$ cat config.mk
export PLATFORM = sky130hd
export DESIGN_NAME = nctq_queue
export DESIGN_NICKNAME = d
export VERILOG_FILES = /design/src/design/nctq_pkg.sv /design/src/design/nctq_queue.sv
export SDC_FILE = /design/constraint.sdc
export NUM_CORES = 1
export LEC_CHECK = 0
export ABC_AREA = 1
export ABC_CLOCK_PERIOD_IN_PS = 21400
export BUFFER_PORTS_ARGS = -buffer_cell sky130_fd_sc_hd__buf_4
export CORE_UTILIZATION = 45
export CTS_BUF_LIST = sky130_fd_sc_hd__clkbuf_2
export CTS_CLUSTER_SIZE = 20
export DETAILED_ROUTE_END_ITERATION = 7
export GPL_TIMING_DRIVEN = 0
export PLACE_DENSITY = 0.76
export SYNTH_ARGS = -nofsm -noshare
export SYNTH_HDL_FRONTEND = slang
export SYNTH_SLANG_ARGS = --single-unit
$ cat constraint.sdc
create_clock -name clk -period 21.4 [get_ports clk]
set_input_delay 4.28 -clock clk [delete_from_list [all_inputs] [get_ports clk]]
set_output_delay 4.28 -clock clk [all_outputs]
set_load 0.1 [all_outputs]
$ cat src/design/nctq_pkg.sv
// Shared types and constants for the nearest centroid query table.
// Used by the front, queue and back modules and by the top level.
// No dependencies.
`default_nettype none

package nctq_pkg;

  // Field widths
  localparam int CoordW  = 24;
  localparam int RadiusW = 23;
  localparam int HeightW = 20;
  localparam int DistW   = 8;
  localparam int TotalW  = 11;
  localparam int RsqW    = 2 * RadiusW;
  localparam int ActW    = 2;

  // Beat widths on the stream ports
  localparam int InDataW  = 128;
  localparam int OutDataW = 120;

  // Action codes carried in s_tuser
  localparam logic [ActW-1:0] ACT_CLEAR  = 2'd0;
  localparam logic [ActW-1:0] ACT_APPEND = 2'd1;
  localparam logic [ActW-1:0] ACT_QUERY  = 2'd2;

  // Interior radius after reset
  localparam logic [RadiusW-1:0] IR_RESET = 23'd200;

  // Command queue depth (power of two)
  localparam int QDepth = 2;

  // Decoded command kinds
  typedef enum logic [1:0] {
    K_CLEAR  = 2'd0,
    K_APPEND = 2'd1,
    K_QUERY  = 2'd2,
    K_NOP    = 2'd3
  } kind_t;

  // Command passed from the front to the back
  typedef struct packed {
    kind_t                      kind;
    logic signed [CoordW-1:0]   px;
    logic signed [CoordW-1:0]   py;
    logic signed [CoordW-1:0]   pz;
    logic        [RsqW-1:0]     rsq;
    logic        [HeightW-1:0]  height;
    logic        [DistW-1:0]    district;
  } cmd_t;

  // Result beat, entry_total in the lowest bits
  typedef struct packed {
    logic                       table_full;
    logic                       is_interior;
    logic        [HeightW-1:0]  found_height;
    logic signed [CoordW-1:0]   found_z;
    logic signed [CoordW-1:0]   found_y;
    logic signed [CoordW-1:0]   found_x;
    logic                       building_found;
    logic        [DistW-1:0]    nearest_district;
    logic                       district_valid;
    logic        [TotalW-1:0]   entry_total;
  } res_t;

endpackage

`default_nettype wire

$ cat src/design/nctq_queue.sv
// Short command queue between the front and the back.
// Depends on nctq_pkg.
`default_nettype none

module nctq_queue (
  input  wire logic            clk,
  input  wire logic            rst,
  input  wire logic            push,
  input  wire nctq_pkg::cmd_t  push_cmd,
  output logic                 q_ready,
  input  wire logic            pop,
  output logic                 q_valid,
  output nctq_pkg::cmd_t       q_cmd
);
  import nctq_pkg::*;

  localparam int QAW = (QDepth > 1) ? $clog2(QDepth) : 1;
  localparam int QCW = $clog2(QDepth + 1);

  cmd_t             slots [QDepth];
  logic [QAW-1:0]   wr_ptr;
  logic [QAW-1:0]   rd_ptr;
  logic [QCW-1:0]   fill;

  assign q_valid = (fill != '0);
  assign q_ready = (fill != QCW'(QDepth));
  assign q_cmd   = slots[rd_ptr];

  // Storage
  always_ff @(posedge clk) begin
    if (push) begin
      slots[wr_ptr] <= push_cmd;
    end
  end

  // Pointers and fill level
  always_ff @(posedge clk) begin
    if (rst) begin
      wr_ptr <= '0;
      rd_ptr <= '0;
      fill   <= '0;
    end else begin
      if (push) begin
        wr_ptr <= (wr_ptr == QAW'(QDepth - 1)) ? '0 : wr_ptr + 1'b1;
      end
      if (pop) begin
        rd_ptr <= (rd_ptr == QAW'(QDepth - 1)) ? '0 : rd_ptr + 1'b1;
      end
      if (push && !pop) begin
        fill <= fill + 1'b1;
      end else if (pop && !push) begin
        fill <= fill - 1'b1;
      end
    end
  end

endmodule

`default_nettype wire

* After elaboration in Yosys (flattened, before gate mapping) *
Memory sizes are Yosys's and may differ from the RTL's. A register that Yosys moved wholly into a read port is not among the register bits.
Index checks and enable logic that the tools add are counted.

storage, ports and cells
  flip-flop bits (word level) = 4
  memory bits (writable) = 296
  input bits = 152
  output and inout bits = 150
  word-level logic and storage cells = 23
  memories = 1

operators by class
  add/subtract/negate cells = 4
  equality and inequality tests = 1
  muxes and demuxes = 8
  reductions and logical operators = 6

memories
  memory  words  bits a word  read ports  clocked after memory_dff  write ports  line              RTL
  slots   2      148          1           1                         1            nctq_queue.sv:20  cmd_t slots [QDepth];

operators with widths
  kind                                                                 number
  1-bit 2-to-1 mux                                                     6
  2-bit 2-to-1 mux                                                     2
  2-bit nonzero test                                                   2
  1-bit adder (second input constant)                                  2
  2-bit by 1-bit adder with 2-bit output (second input constant)       1
  1-bit logical AND                                                    2
  1-bit logical NOT                                                    2
  2-bit != test (second input constant)                                1
  2-bit by 1-bit subtractor with 2-bit output (second input constant)  1

* Logic depth before layout (Yosys ltp) *
  word-level depth = 4
  gate-level depth with buffers = 8
  gate-level depth less buffers = 8

* Least setup slack after synthesis *
Ideal clock, no wire load.

  path type = input to register
  start = input port push
  end = memory slots[0][0] (netlist name) (enable)
  library setup time = 0.662 ns
  arrival = 10.508 ns
  required time = 20.738 ns
  path slack = 10.230 ns
  stages on the path = 2
  buffers on the path = 0
  cell sequence = inv_1 -> nor2_1

between the ends
  word-level cells in the longest chain between the ends = 2

ends and longest elaborated chain
  element                                 line              RTL
  start: declaration                      nctq_queue.sv:8   input wire logic push,
  1-bit 2-to-1 mux                        nctq_queue.sv:31  if (push) begin
  1-bit 2-to-1 mux (not written as such)  nctq_queue.sv:32  slots[wr_ptr] <= push_cmd;
  end: declaration                        nctq_queue.sv:20

Every way passes these cells.

==> flow_summary.yaml <==
layout:
  syn2layout_area_growth_pct: 32.02
  drive_above_1_share_pct: 64.08
  final_nets: 1031
run:
  drv_cap: 0
pwr:
  powerDensity_nw_per_um2: 100.0
  vdd_drop_max_uv: 55.78
  leakagePower_nw: 5.596
yosys:
  synth_edf_count: 296
  ys_seq_area_share_pct: 82.15
  yosysMostFrequentCell: "edfxtp_1"
  async_reset_ff_share_pct: 0
  syn_area_um2: 10940
  synth_top_area_share_pct: 81.23
  synth_cell_types: 16
  ys.flop_type: "edfxtp_1"
  synth.avg_cell_area_um2: 22.19
  synth_commonest_cells: "edfxtp_1, mux2_2, buf_6, inv_1, nand2_1"
  synthCells: 493
  syn-num-nets: 646
  ys_seq_elements: 301
  synth_top_area_cell: "edfxtp_1"
  ys_warn_count: 0
  synth_area_leaders: "edfxtp_1, mux2_2, buf_6"
die:
  initial_core_util_pct: 46.20
  io_pins: 302
  die-height_um: 157.9
  rows: 56
  dieWidth_um: 157.9
  coreArea_um2: 23680
  dieArea_um2: 24940
worst_setup_path:
  cp-endpoint: "q_cmd[18]"
  arrival_ns: 2.21
  timing.rr.end: "slots[1][60]"
  worst_ep_required_time_ns: 17.12
  path_class: "flop to primary output"
  cp-start-kind: "flop"
  rrSetupSlack_ns: 19.46
  timing.rr.start: "wr_ptr"
  crit_path_end_kind: "primary output"
  path_max_fanout: 10
  r2r_cells: 3
clock_network:
  cts-root-buf: "clkbuf_2"
  cts_hold_buf: 0
  cts_inserted_buffers: 76
  htreeDepth: 3
  cts_tree: "yes"
  clock-sinks: 301
  cts.path.max_buffers: 3
  insertion_delay_ns: 0.75
  cts_resized: 0
  cts.clk_slew.worst_paths_ns: 0.09
  postCtsSetupRepairBufs: 0
global_routing:
  grt_use_total_pct: 16.62
  grt_pass1_vias: 6222
  antenna_found_initial: 1
  gr-total-overflow: 0
  grt_pass1_wl_mm: 30.93
  grt_start_max_net_pins: 88
timing:
  rsz0062_at_grt: "no"
  setup_viol: 0
  tightest_slew_ns: 0.8712
  setup_ws_ns: 14.91
  maxSlewViolCount: 0
  slew_headroom_pct: 41.92
  fin_crit_ns: 6.486
  finalCritPeriodShare_pct: 30.31
  hold_viol: 0
  max_freq_ghz: 0.1542
  fin_setup_tns_ns: 0
  skew_ns: 0.03337
placement:
  gp_congestion: 0.7166
  dp_slack_ns: 15.48
  dpl.hpwl_mm: 14.23
  io_buffer_count: 301
detailed_routing:
  postRouteAntennaNets: 0
  vias: 5865
  drt-initial-drc-count: 242
  routed_wl_mm: 21.29
  dr.pass1.iters: 4
  wl_per_cell_um: 17.07
  vias_per_cell: 4.703
  drc: 0
hold_path:
  hp-class: "flop to flop"
outcome:
  outcome: "complete, no violations"
[critical path: stages (launching register included)]
cell and delay (ns):
dfxtp_1 0.37, buf_4 0.29, buf_6 0.21, mux2_2 0.35
buf_4 0.23
[through the flow]
step | hold slack (ns) | instances | instance area [um^2] | total power [mW] | util, %
2_1_floorplan | 0.4799 | 493 | 10940 | 0.9867 | -
3_3_place_gp | 0.4948 | 1113 | 13600 | 1.072 | 57.43
3_5_place_dp | 0.5061 | 1119 | 13740 | 1.071 | 58.02
4_1_cts | 0.5308 | 1246 | 14440 | 1.465 | 60.98
5_1_grt | 0.5710 | 1247 | 14450 | 1.505 | 60.99
6_report | 0.5245 | 1247 | 14450 | 1.445 | 60.99
[worst min-delay path by stage]
stage	end	startpoint	slack (ns)	cells past startpoint
after floorplan	flop	rd_ptr	0.48	2
after global placement	rd_ptr	rd_ptr	0.49	2
after detailed placement	rd_ptr	rd_ptr	0.51	2
after CTS	flop	rd_ptr	0.53	2
after global routing	rd_ptr	rd_ptr	0.57	2
final	flop	rd_ptr	0.52	2
[logic make-up after synthesis]
family                     count (synthesis)  share of synthesized area, %
buffers and inverters                     25                         1.772
muxes                                    148                         15.23
DFF                                      301                         82.15
and+or+nand+nor                           15                        0.5603
adders and majority gates                  1                        0.1143
xor gates and xnor gates                   1                       0.08006
AOI/OAI and AO/OA                          2                       0.09139
[registers in the layout, indices dropped and copies added, names as in the netlist, named ones only]
signal,count
fill,2
rd_ptr,1
wr_ptr,1
slots,296
[layout make-up]
class	count	area, um^2
Clock buffer	117	585.6
Fill cell	1779	9238
Tap cell	319	399.1
Inverter	9	38.79
Antenna cell	1	2.502
Multi-Input combinational cell	167	1767
Sequential cell	301	8989
Buffer	16	160.2
Timing Repair Buffer	307	2387
Clock inverter	10	116.4
[placed cells by master (no fill, tap or decap)]
master / n
inv_1: 8
mux2_2: 148
buf_6: 12
a21oi_1: 1
nand2_1: 7
nand3_1: 1
o21ai_0: 1
buf_2: 2
buf_12: 5
nor2_4: 1
diode_2: 1
clkinv_1: 6
dfxtp_1: 5
nand4_1: 1
nor3_1: 1
ha_1: 1
clkbuf_2: 117
buf_16: 1
inv_6: 1
bufinv_16: 3
inv_2: 1
buf_4: 303
xnor2_1: 1
edfxtp_1: 296
nor2_1: 4
[per-layer routing]
layer / up-vias / track usage (%) / wire, um
met5: - / 0 / 0
met4: 0 / 6.227 / 273
met3: 30 / 8.130 / 2200
met2: 253 / 28.57 / 10950
met1: 2823 / 17.50 / 7859
li1: 2759 / - / -
[power by group]
| part | switching (mW) | leakage, nW | internal, mW | total, mW |
|---|---|---|---|---|
| sequential | 0.00650 | 2.82 | 0.682 | 0.688 |
| combinational | 0.275 | 2.23 | 0.0917 | 0.367 |
| clock | 0.212 | 0.542 | 0.178 | 0.390 |
| total | 0.494 | 5.60 | 0.951 | 1.45 |
(Power assumes the default switching activity.)
