==> config.mk <==
export PLATFORM = sky130hd
export DESIGN_NAME = nctq_front
export DESIGN_NICKNAME = d
export VERILOG_FILES = /design/src/design/nctq_pkg.sv /design/src/design/nctq_front.sv
export SDC_FILE = /design/constraint.sdc
export NUM_CORES = 1
export LEC_CHECK = 0
export ABC_CLOCK_PERIOD_IN_PS = 8700
export BUFFER_PORTS_ARGS = -buffer_cell sky130_fd_sc_hd__buf_2
export CAP_MARGIN = 15
export CORE_MARGIN = 10
export CORE_UTILIZATION = 35
export DETAILED_ROUTE_END_ITERATION = 8
export HOLD_SLACK_MARGIN = 0.15
export SYNTH_ARGS = -nofsm -noshare
export SYNTH_HDL_FRONTEND = slang
export SYNTH_SLANG_ARGS = --single-unit
==> constraint.sdc <==
create_clock -name clk -period 8.7 [get_ports clk]
set_input_delay 1.305 -clock clk [delete_from_list [all_inputs] [get_ports clk]]
set_output_delay 1.305 -clock clk [all_outputs]
set_load 0.02 [all_outputs]
==> src/design/nctq_pkg.sv <==
// Shared types and constants for the nearest centroid query table.
// Used by the front, queue and back modules and by the top level.
// No dependencies.
`default_nettype none

package nctq_pkg;

  // Field widths
  localparam int CoordW  = 24;
  localparam int RadiusW = 23;
  localparam int HeightW = 20;
  localparam int DistW   = 8;
  localparam int TotalW  = 11;
  localparam int RsqW    = 2 * RadiusW;
  localparam int ActW    = 2;

  // Beat widths on the stream ports
  localparam int InDataW  = 128;
  localparam int OutDataW = 120;

  // Action codes carried in s_tuser
  localparam logic [ActW-1:0] ACT_CLEAR  = 2'd0;
  localparam logic [ActW-1:0] ACT_APPEND = 2'd1;
  localparam logic [ActW-1:0] ACT_QUERY  = 2'd2;

  // Interior radius after reset
  localparam logic [RadiusW-1:0] IR_RESET = 23'd200;

  // Command queue depth (power of two)
  localparam int QDepth = 2;

  // Decoded command kinds
  typedef enum logic [1:0] {
    K_CLEAR  = 2'd0,
    K_APPEND = 2'd1,
    K_QUERY  = 2'd2,
    K_NOP    = 2'd3
  } kind_t;

  // Command passed from the front to the back
  typedef struct packed {
    kind_t                      kind;
    logic signed [CoordW-1:0]   px;
    logic signed [CoordW-1:0]   py;
    logic signed [CoordW-1:0]   pz;
    logic        [RsqW-1:0]     rsq;
    logic        [HeightW-1:0]  height;
    logic        [DistW-1:0]    district;
  } cmd_t;

  // Result beat, entry_total in the lowest bits
  typedef struct packed {
    logic                       table_full;
    logic                       is_interior;
    logic        [HeightW-1:0]  found_height;
    logic signed [CoordW-1:0]   found_z;
    logic signed [CoordW-1:0]   found_y;
    logic signed [CoordW-1:0]   found_x;
    logic                       building_found;
    logic        [DistW-1:0]    nearest_district;
    logic                       district_valid;
    logic        [TotalW-1:0]   entry_total;
  } res_t;

endpackage

`default_nettype wire

==> src/design/nctq_front.sv <==
// Front end: input beat register, action decode and squared search radius.
// Depends on nctq_pkg; feeds nctq_queue.
`default_nettype none

module nctq_front (
  input  wire logic                          clk,
  input  wire logic                          rst,
  input  wire logic                          s_tvalid,
  output logic                               s_tready,
  input  wire logic [nctq_pkg::InDataW-1:0]  s_tdata,
  input  wire logic [nctq_pkg::ActW-1:0]     s_tuser,
  output logic                               push,
  output nctq_pkg::cmd_t                     push_cmd,
  input  wire logic                          q_ready
);
  import nctq_pkg::*;

  logic                       in_valid;
  kind_t                      in_kind;
  logic signed [CoordW-1:0]   in_x;
  logic signed [CoordW-1:0]   in_y;
  logic signed [CoordW-1:0]   in_z;
  logic        [RadiusW-1:0]  in_r;
  logic        [HeightW-1:0]  in_h;
  logic        [DistW-1:0]    in_d;
  kind_t                      kind_next;

  assign push     = in_valid && q_ready;
  assign s_tready = !in_valid || q_ready;

  // Action decode
  always_comb begin
    unique case (s_tuser)
      ACT_CLEAR:  kind_next = K_CLEAR;
      ACT_APPEND: kind_next = K_APPEND;
      ACT_QUERY:  kind_next = K_QUERY;
      default:    kind_next = K_NOP;
    endcase
  end

  // Input beat register
  always_ff @(posedge clk) begin
    if (rst) begin
      in_valid <= 1'b0;
    end else if (s_tready) begin
      in_valid <= s_tvalid;
    end
    if (s_tvalid && s_tready) begin
      in_kind <= kind_next;
      in_x    <= s_tdata[23:0];
      in_y    <= s_tdata[47:24];
      in_z    <= s_tdata[71:48];
      in_r    <= s_tdata[94:72];
      in_h    <= s_tdata[114:95];
      in_d    <= s_tdata[122:115];
    end
  end

  // Command toward the queue; radius squared here so the back only compares
  always_comb begin
    push_cmd.kind     = in_kind;
    push_cmd.px       = in_x;
    push_cmd.py       = in_y;
    push_cmd.pz       = in_z;
    push_cmd.rsq      = RsqW'(in_r) * RsqW'(in_r);
    push_cmd.height   = in_h;
    push_cmd.district = in_d;
  end

endmodule

`default_nettype wire

After elaboration in Yosys (flattened, before gate mapping)
Cells that the tools add are included.
Cells by class
  reduce and logical (&&, ||, !) cells: 5
  order comparisons: 0
  add/sub/neg operators: 0
  multiplexer cells: 1
  multiply operators: 1
  div/mod/pow operators: 0
  bitwise logic cells: 0
  equal/unequal tests: 2
  shift operators: 0
Operators with widths (count)
  23-bit by 23-bit multiplier with 46-bit output: 1
  2-bit one-hot mux with 3 select lines: 1
  2-bit by 1-bit equality test with 1-bit output, second input constant: 1
  2-bit equality test, second input constant: 1
  1-bit logical AND: 2
  2-bit zero test: 1
  1-bit zero test: 1
  1-bit logical OR: 1
Word-level totals
  latch bits: 0
  output and inout port bits: 150
  input bits: 134
  memories kept: 0
  bits in read-only memories: 0
  register bits: 126
  bits in writable memories: 0
  logic and storage cells: 17

Logic depth before layout (Yosys ltp)
  depth after elaboration: 3
  gate-level depth with buffers: 27
  depth with buffers taken out: 25

Least setup slack after synthesis
Ideal clock, no wire load.
  path kind: register -> output
  start: reg in_r[8]
  end: out push_cmd[55] (netlist name)
  stages on the path, launching flop included: 24
  data required time: 7395 ps
  slack: 627 ps
  buffers on the path: 2
  data arrival time: 6768 ps
  cells stage by stage: edfxtp_1 > clkbuf_1 > nand2_1 > fa_1 > inv_1 > fa_1 > inv_1 > fa_1 > inv_1 > fa_1 > inv_1 > fa_1 > inv_1 > fa_1 > fa_1 > ha_1 > clkbuf_1 > nand4_1 > or4_4 > a21oi_1 > nor2b_1 > or4_1 > nand3_1 > xor2_1
RTL lines
  start: declaration: RTL line nctq_front.sv:23  | logic [RadiusW-1:0] in_r;
  start signal: assignment: RTL line nctq_front.sv:53  | in_r <= s_tdata[94:72];
  end: declaration: RTL line nctq_front.sv:13  | output nctq_pkg::cmd_t push_cmd,

==> out/metrics.csv <==
stage,metric,value,unit
cts,clock_path_buffers,2,
final_layout,final_cells,2870,
sta,setup_ws,0.168,ns
cts,clock-root-buffer,clkbuf_16,
critical_path,worstPathRequired,7.39,ns
final_layout,area_growth,22.5,%
global_route,grt.total_usage,15.5,%
run,max_cap_viol_count,0,
placed_design,dpl.cell_count,2795,
sta,min_period_over_period,98.1,%
synthesis,avgSynthCellArea,10.5,µm²
cts,htree_levels,4,
final_layout,register_area,0.00377,mm²
route,wl,50300,µm
floorplan,ioPinCount,284,
critical_path,crit_fanout,5,
cts,clkTransAtPathRegs,0.06,ns
route,post_drt_wl_per_cell,17.5,µm
synthesis,ys_seq_area_share,20.0,%
critical_path,crit-reg2reg-launch,in_valid,
critical_path,cpPeakStageDelay,0.63,ns
final_layout,drive_gt1_share,23.4,%
global_route,grt_pass1_vias,14702,
sta,finalSetupTns,0,ns
final_layout,num-fill-cells,5201,
critical_path,end_kind,primary output,
route,drtIter0Drc,597,
floorplan,core_area,0.0536,mm²
cts,holdBufCountCts,0,
synthesis,yosysWarnings,0,
synthesis,syn-num-nets,2483,
cts,clock_latency,0.41,ns
sta,worstMarginPinSlew,0.896,ns
hold_path,hold_start,in_valid,
sta,fmax,0.117,GHz
synthesis,synth_cell_types,49,
synthesis,async_flop_share,0,%
critical_path,crit_slowest_cell,fa_1,
placed_design,dpl.hpwl,41800,µm
final_layout,final_cell_area,0.0231,mm²
critical_path,critPathBufInv,6,
sta,rsz0062_at_grt,true,
global_route,grt_max_degree,71,
synthesis,synth-main-ff-cell,edfxtp_1,
global_route,overflow,0,
route,first_pass_iters,5,
synthesis,synth-edff-count,125,
cts,cts_tree,done,
final_layout,multiInputGateArea,0.0133,mm²
floorplan,start_util,35.2,%
final_layout,fin_nets,2852,
route,via_per_inst,4.63,
critical_path,path_cells,buf_12 > buf_4 > and2_2 > fa_1 > inv_1 > fa_1 > inv_1 > fa_1 > fa_1 > fa_1 > fa_1 > fa_1 > ha_4 > nand2_1 > buf_4 > nor2_2 > o21ai_2 > a31oi_4 > nor2_4 > a21oi_4 > a31oi_4 > o31ai_2 > xnor2_1 > buf_4,
synthesis,synthTopCellsByArea,"fa_1 (41%), edfxtp_1 (20%), ha_1 (11%)",
placed_design,port_buffers,277,
critical_path,start_kind,flop,
synthesis,synth_seq_cells,126,
placed_design,globalplace.congestion,0.845,
sta,hold_violations,0,
synthesis,synth.top_cell.area_share,40.9,%
outcome,outcome,"finished, final reports clean",
sta,maxSlewViolCount,0,
cts,cts_made_buffers,17,
critical_path,worstSetupStartpoint,in_r[12],
floorplan,rows,85,
floorplan,die_h,252,µm
synthesis,syn_area,0.0189,mm²
route,drc,0,
placed_design,dp_slack,0.163,ns
critical_path,path_class,reg2out,
critical_path,worstPathArrival,7.23,ns
floorplan,dieArea,0.0636,mm²
route,num_vias,13291,
cts,clock_sinks,126,
sta,final-setup-viol-count,0,
sta,skew,0.00830,ns
floorplan,die_width,252,µm
sta,period_needed,8.53,ns
hold_path,hp-class,reg2reg,
placed_design,place_area,0.0217,mm²
critical_path,crit_top_cell,fa_1,
route,antenna_violating_nets_post_route,0,
sta,slew_headroom,40.2,%
synthesis,synth_top_area_cell,fa_1,
global_route,grt_pass1_wl,77800,µm
critical_path,cp_top_family,adder cells,
global_route,grt_antenna_before_repair,4,
synthesis,syn_inst,1792,
-- state kept, by name (all words and copies together), names as in the netlist --
register / count
in_h: 20
in_z: 24
in_x: 24
in_d: 8
in_y: 24
in_valid: 1
in_kind: 2
in_r: 23
-- cell type report --
cell class	instances	share of cell area (%)
Clock buffer	17	1.84
Sequential cell	126	16.3
Multi-Input combinational cell	1112	57.5
Clock inverter	14	0.829
Timing Repair Buffer	412	11.6
Tap cell	696	3.77
Antenna cell	1	0.0108
Inverter	492	8.01
-- through the flow --
step,hold WS [ns],util [%]
6_report,0.552,43.1
5_1_grt,0.599,43.1
4_1_cts,0.561,42.0
3_5_place_dp,0.550,40.4
3_3_place_gp,0.550,40.4
2_1_floorplan,0.627,-
-- what timing repair did --
action | 4_1_cts | 5_1_grt
setup buffers | 20 | 19
endpoints found under the setup margin | 10 | 14
pin swaps | 1 | 40
resized for setup | 4 | 80
cloned | 0 | 4
-- cell families (layout without fill, tap and decap cells) --
kind of cell | Yosys count | in the layout | synth area share (%)
other | 1 | 2 | 0.0199
adders and majority gates | 557 | 557 | 52.3
and+or+nand+nor | 363 | 363 | 9.40
muxes | 2 | 2 | 0.119
xor gates and xnor gates | 52 | 52 | 2.42
buffers and inverters | 554 | 935 | 11.1
AOI/OAI and AO/OA | 137 | 137 | 4.65
DFF | 126 | 126 | 20.0
-- worst paths after layout --
| path | end | cells past startpoint | slack (ns) |
|---|---|---|---|
| min | in_valid | 2 | 0.55 |
| max reg2reg | in_z[10] | 3 | 6.34 |
| min reg2reg | in_valid | 2 | 0.55 |
| max | push_cmd[73] | 24 | 0.17 |
-- per-layer routing --
metal  wire length (µm)  part of all wire [%]  vias to the layer above  track usage, %
li1                   -                     -                     6137               -
met1              20100                    40                     6822            18.8
met2              26800                    53                      283            28.0
met3               2420                   4.8                       43            2.78
met4                840                   1.7                        6            3.64
met5                 29                 0.058                        -               0
-- layout by cell type, fill, tap and decap left out, types with 4 or more instances in the layout --
cell type	n
o21ai_0	10
ha_1	162
nor3_1	6
o21bai_1	8
nand2b_1	6
ha_4	10
clkbuf_16	21
edfxtp_1	125
a21oi_1	45
buf_2	271
and3_1	7
nand3_1	6
nor2b_1	7
xnor2_1	26
nor3_2	4
a21oi_2	6
and2_1	110
inv_1	483
a21o_1	22
bufinv_16	4
xor2_1	26
inv_2	8
o21ai_2	6
buf_12	14
a31oi_1	4
o21ai_1	7
nor2_1	32
nand4_1	11
nand2_1	156
fa_2	4
nand2_2	4
buf_4	116
buf_6	6
fa_1	381
-- cells in the mapped netlist, drive strengths merged, types with 5 or more instances --
library cell,count
inv,492
fa,385
ha,172
nand2,162
edfxtp,125
and2,113
clkbuf,57
a21oi,53
nor2,34
xnor2,26
xor2,26
o21ai,23
a21o,22
nand4,11
nor3,10
o21bai,9
a31oi,8
and3,7
nor2b,7
nand2b,6
nand3,6
buf,5
-- worst reg2reg max path, delay by kind of cell (launching register included) --
family	cells	cell delay, ns
AND/OR/NAND/NOR	2	0.78
flip-flops	1	0.30
buffers and inverters	1	0.86
Power is not shown: default switching activity piles up to over one toggle a cycle in this logic, so the estimate is an artifact.
